[config.mk]
export PLATFORM = sky130hd
export DESIGN_NAME = lav_out
export DESIGN_NICKNAME = d
export VERILOG_FILES = /design/src/rtl/lav_pkg.sv /design/src/rtl/lav_out.sv
export SDC_FILE = /design/constraint.sdc
export NUM_CORES = 1
export LEC_CHECK = 0
export BUFFER_PORTS_ARGS = -buffer_cell sky130_fd_sc_hd__buf_2
export CELL_PAD_IN_SITES_DETAIL_PLACEMENT = 2
export CELL_PAD_IN_SITES_GLOBAL_PLACEMENT = 2
export CORE_ASPECT_RATIO = 1.5
export CORE_MARGIN = 1
export CORE_UTILIZATION = 34
export CTS_CLUSTER_DIAMETER = 50
export DETAILED_ROUTE_END_ITERATION = 7
export GPL_TIMING_DRIVEN = 0
export PLACE_DENSITY = 0.82
export SLEW_MARGIN = 20
export SYNTH_ARGS = -nofsm -noshare
export SYNTH_HDL_FRONTEND = slang
export SYNTH_SLANG_ARGS = --single-unit
[constraint.sdc]
create_clock -name clk -period 21.4 [get_ports clk]
set_input_delay 1.07 -clock clk [delete_from_list [all_inputs] [get_ports clk]]
set_output_delay 1.07 -clock clk [all_outputs]
set_load 0.05 [all_outputs]
[src/rtl/lav_pkg.sv]
// Shared types, row codes and rounding helper for the look-at view matrix block.
package lav_pkg;

    localparam logic [1:0] ROW_SIDE = 2'd0;
    localparam logic [1:0] ROW_UP   = 2'd1;
    localparam logic [1:0] ROW_LAST = 2'd2;

    localparam int COORD_W = 32;

    typedef struct packed {
        logic signed [31:0] eye_x;
        logic signed [31:0] eye_y;
        logic signed [31:0] eye_z;
        logic signed [31:0] target_x;
        logic signed [31:0] target_y;
        logic signed [31:0] target_z;
        logic signed [31:0] up_x;
        logic signed [31:0] up_y;
        logic signed [31:0] up_z;
    } lav_in_t;

    typedef struct packed {
        logic        [1:0]  row_index;
        logic signed [31:0] col_zero;
        logic signed [31:0] col_one;
        logic signed [31:0] col_two;
        logic signed [31:0] translation;
        logic               last_row;
        logic               degenerate;
    } lav_out_t;

    typedef struct packed {
        logic signed [31:0] c0;
        logic signed [31:0] c1;
        logic signed [31:0] c2;
        logic signed [31:0] t;
    } lav_row_t;

    typedef struct packed {
        lav_row_t r0;
        lav_row_t r1;
        lav_row_t r2;
        logic     degen;
    } lav_mat_t;

    // shift right by 30, round half away from zero, saturate to 32 bits
    function automatic logic signed [31:0] lav_round_sat(input logic signed [67:0] v);
        logic        [67:0] mag;
        logic        [67:0] m;
        logic signed [31:0] r;
        mag = v[67] ? $unsigned(-v) : $unsigned(v);
        m   = (mag + (68'd1 << 29)) >> 30;
        if (!v[67])
        begin
            r = (m > 68'h7FFF_FFFF) ? 32'sh7FFF_FFFF : $signed(m[31:0]);
        end
        else
        begin
            r = (m > 68'h8000_0000) ? 32'sh8000_0000 : $signed(~m[31:0] + 32'd1);
        end
        return r;
    endfunction

endpackage

[src/rtl/lav_out.sv]
// Output stage: holds one matrix and sends its three rows, drives the pipeline advance.
module lav_out (
    input  logic              clk,
    input  logic              rst_n,
    input  logic              in_valid,
    input  lav_pkg::lav_mat_t in_mat,
    output logic              en,
    output logic              rsp_valid,
    input  logic              rsp_ready,
    output lav_pkg::lav_out_t rsp
);
    import lav_pkg::*;

    logic       full_reg;
    logic [1:0] row_reg;
    lav_mat_t   mat_reg;
    lav_mat_t   mat_load;
    lav_row_t   row_sel;

    assign en = !full_reg || (rsp_ready && row_reg == ROW_LAST);

    always_comb
    begin
        mat_load = in_mat;
        if (in_mat.degen)
        begin
            mat_load       = '0;
            mat_load.degen = 1'b1;
        end
    end

    always_ff @(posedge clk or negedge rst_n)
    begin
        if (!rst_n)
        begin
            full_reg <= 1'b0;
            row_reg  <= ROW_SIDE;
        end
        else if (en)
        begin
            full_reg <= in_valid;
            row_reg  <= ROW_SIDE;
        end
        else if (rsp_ready)
        begin
            row_reg <= row_reg + 2'd1;
        end
    end

    always_ff @(posedge clk)
    begin
        if (en && in_valid)
        begin
            mat_reg <= mat_load;
        end
    end

    always_comb
    begin
        case (row_reg)
            ROW_SIDE: row_sel = mat_reg.r0;
            ROW_UP:   row_sel = mat_reg.r1;
            ROW_LAST: row_sel = mat_reg.r2;
            default:  row_sel = '0;
        endcase
    end

    assign rsp_valid           = full_reg;
    assign rsp.row_index       = row_reg;
    assign rsp.col_zero        = row_sel.c0;
    assign rsp.col_one         = row_sel.c1;
    assign rsp.col_two         = row_sel.c2;
    assign rsp.translation     = row_sel.t;
    assign rsp.last_row        = (row_reg == ROW_LAST);
    assign rsp.degenerate      = mat_reg.degen;

    a_load_starts_side: assert property (@(posedge clk) disable iff (!rst_n)
        (en && in_valid) |=> (full_reg && row_reg == ROW_SIDE))
        else $error("new matrix did not start at the side row");

    a_row_steps: assert property (@(posedge clk) disable iff (!rst_n)
        (full_reg && rsp_ready && row_reg != ROW_LAST)
            |=> (full_reg && row_reg == $past(row_reg) + 2'd1))
        else $error("row index did not advance");

    a_degen_zero: assert property (@(posedge clk) disable iff (!rst_n)
        (rsp_valid && rsp.degenerate) |-> (rsp.col_zero == 0 && rsp.col_one == 0
            && rsp.col_two == 0 && rsp.translation == 0))
        else $error("degenerate row carries nonzero entries");

    a_row_range: assert property (@(posedge clk) disable iff (!rst_n)
        full_reg |-> (row_reg == ROW_SIDE || row_reg == ROW_UP || row_reg == ROW_LAST))
        else $error("row index out of range");

endmodule

==> qor.txt <==
GPL Wtd Cong - 0.8628
Comb pwr share - 0.451
Critical Path RT - 20.33 ns
CTS tree - yes
Slew @ Worst Pin - 0.9573 ns
Setup TNS - 0 ns
Synth Instances - 1145
Clock buffer depth - 3
Number of synthesis warnings - 0
Final wirelength - 64.87 mm
CP Launch Type - register
Clock sink count - 388
DRC violations left - 0
Sequential fraction of the synthesis area - 0.7059
Flop pwr share - 0.311
Detailed Place HPWL - 47.49 mm
Die area - 49390 sq um
Core area - 47820 sq um
Root buffer cell - clkbuf_16
Worst IR drop on VDD - 0.07316 mV
Final ANT Viol Nets - 0
Initial DRC count - 1053
Die extent in y - 271.7 um
Overall Power - 3.154 mW
Final Cell Area - 21680 sq um
Avg WL per Cell - 27.15 um
F_max - 248.1 MHz
Synth area leaders - edfxtp_1 (70%), nor2b_1 (15%), a222oi_1 (7.8%)
Layout cells sized above 1 - 0.3889
CP Capture Type - primary output
Distinct cells, synth - 17
R2r setup slk - 17.72 ns
Min-Delay Path Class - in2async
First-pass iteration count of the detailed router - 8
Cell mode on critical path - clkbuf_1
Finish-stage setup viols - 0
Hold Buf Count CTS - 0
Post_cts resized - 0
Largest area contributor in the netlist - edfxtp_1
Commonest non-fill, non-tap cells in the layout - buf_2 (591), nor2b_1 (385), edfxtp_1 (385), a222oi_1 (128), nor2_1 (128)
Pre-CTS WS - 17.73 ns
Yosys top cell area share - 0.7013
CP Max Fanout - 10
Area growth syn-to-layout - 31.54%
Placed cell area - 20220 sq um
Initial Util - 0.3447
Layout Nets - 2120
Clk_skew - 0.01905 ns
Via count - 12570
IO Pins - 523
Row count - 98
Die width - 181.8 um
Cell leakage power - 8.537 nW
Most common cell after layout, fill and taps aside - buf_2
Avg Inst Size Synth - 14.40 sq um
Status - finished, final reports clean
CTS H-tree depth - 2
GRT Resource Usage Total - 0.2572
Worst-Skew Late Latency - 0.55 ns
Max cap viols - 0
Initial antenna violation count - 35
Post-CTS Setup Bufs - 0
Syn nets - 1539
Cell area after synthesis - 16480 sq um
Worst rel slew slack - 0.3618
Final period utilization - 0.1884
Clock share of power - 0.238
Final hold violation count - 0
Max Slew Vio Count - 0
Cell-by-cell trace of the critical path - ha_1 -> clkbuf_1 -> clkbuf_1 -> nor2_1 -> buf_2
RSZ-0062 raised after global routing - no
Final min period - 4.031 ns
Worst Path Arrival - 2.96 ns
Worst Setup Path Type - reg2out
Final setup margin - 17.37 ns
Vias in the first global route - 14190
Sw Ratio - 0.4547
Internal power - 1.720 mW
Pin count of the biggest net entering global routing - 30
First-pass GRT wire length - 92.65 mm
Clk slew on worst S/H paths - 0.07 ns
Overflow after GRT - 0
Vias/cell - 5.262
Slowest stage cell, crit path - clkbuf_1
Max reg flops - 384
Post-synthesis register bit count - 388
Max incr delay on CP - 0.72 ns
Port buffer count - 522
Pwr Density - 145.5 nW/um^2
Number of buffers created by CTS - 41
Net Sw Power - 1.434 mW
-- power by group through the flow --
stage               Combinational (mW)  Clock (mW)  Sequential (mW)
floorplan                        0.962           0             1.06
global placement                  1.36           0             1.09
detailed placement                1.41           0            0.995
CTS                               1.43       0.765            0.981
global route                      1.48       0.790            0.987
finish                            1.42       0.752            0.981
-- per-stage QoR --
| step | hold WS (ns) | instances | util |
|---|---|---|---|
| floorplan | 0.7744 | 1145 | - |
| detailed placement | 0.5961 | 2283 | 0.4227 |
| global placement | 0.5844 | 2267 | 0.4150 |
| CTS | 0.3017 | 2359 | 0.4519 |
| global route | 0.3011 | 2387 | 0.4533 |
| finish | 0.3256 | 2389 | 0.4535 |
-- Yosys cell counts (all sizes together) --
cell type / n
nor2b: 386
nor2: 128
or2: 1
ha: 5
dfrtp: 3
a222oi: 128
clkbuf: 19
nor3b: 1
edfxtp: 385
o21a: 1
nand3b: 1
buf: 81
a21boi: 2
nand2b: 1
inv: 3
-- cell type report --
cell class,instances,area [sq um]
Timing Repair Buffer,538,2973
Antenna cell,30,75.07
Multi-Input combinational cell,654,4297
Inverter,3,11.26
Tap cell,600,750.7
Fill cell,4845,26140
Clock inverter,28,299.0
Buffer,100,548.0
Sequential cell,388,11640
Clock buffer,48,1095
-- critical path, delay by kind of cell, from the launching register on --
family | cells | cell delay (ns)
simple gates | 1 | 0.15
buf+inv | 3 | 1.53
fa+ha+maj | 1 | 0.23
flops | 1 | 0.49
-- final timing paths --
check | start | end | cells past startpoint
hold / removal | rst_n | rsp_valid | 1
min in group clk | rsp_valid | row_reg[0] | 1
max in group asynchronous | rst_n | row_reg[1] | 1
setup reg to reg | row_reg[0] | mat_reg[315] | 11
setup / recovery | row_reg[1] | rsp[70] | 5
hold reg to reg | rsp_valid | row_reg[0] | 1
-- per-layer routing --
layer  up-vias  GRT usage  share of wire
met5         -          0         0.0011
met4        10     0.1271          0.042
met3       135    0.04789          0.058
met2       542     0.4887           0.56
met1      6393     0.2676           0.34
li1       5491          -              -
-- cell families (layout without fill, tap and decap cells) --
group | count (synthesis) | after routing | share of synthesized area
compound gates | 131 | 131 | 0.07909
fa+ha+maj | 5 | 5 | 0.003795
buf+inv | 103 | 717 | 0.03393
flops | 388 | 388 | 0.7059
other cells | 0 | 30 | 0
simple gates | 518 | 518 | 0.1773
(Power assumes the default switching activity.)
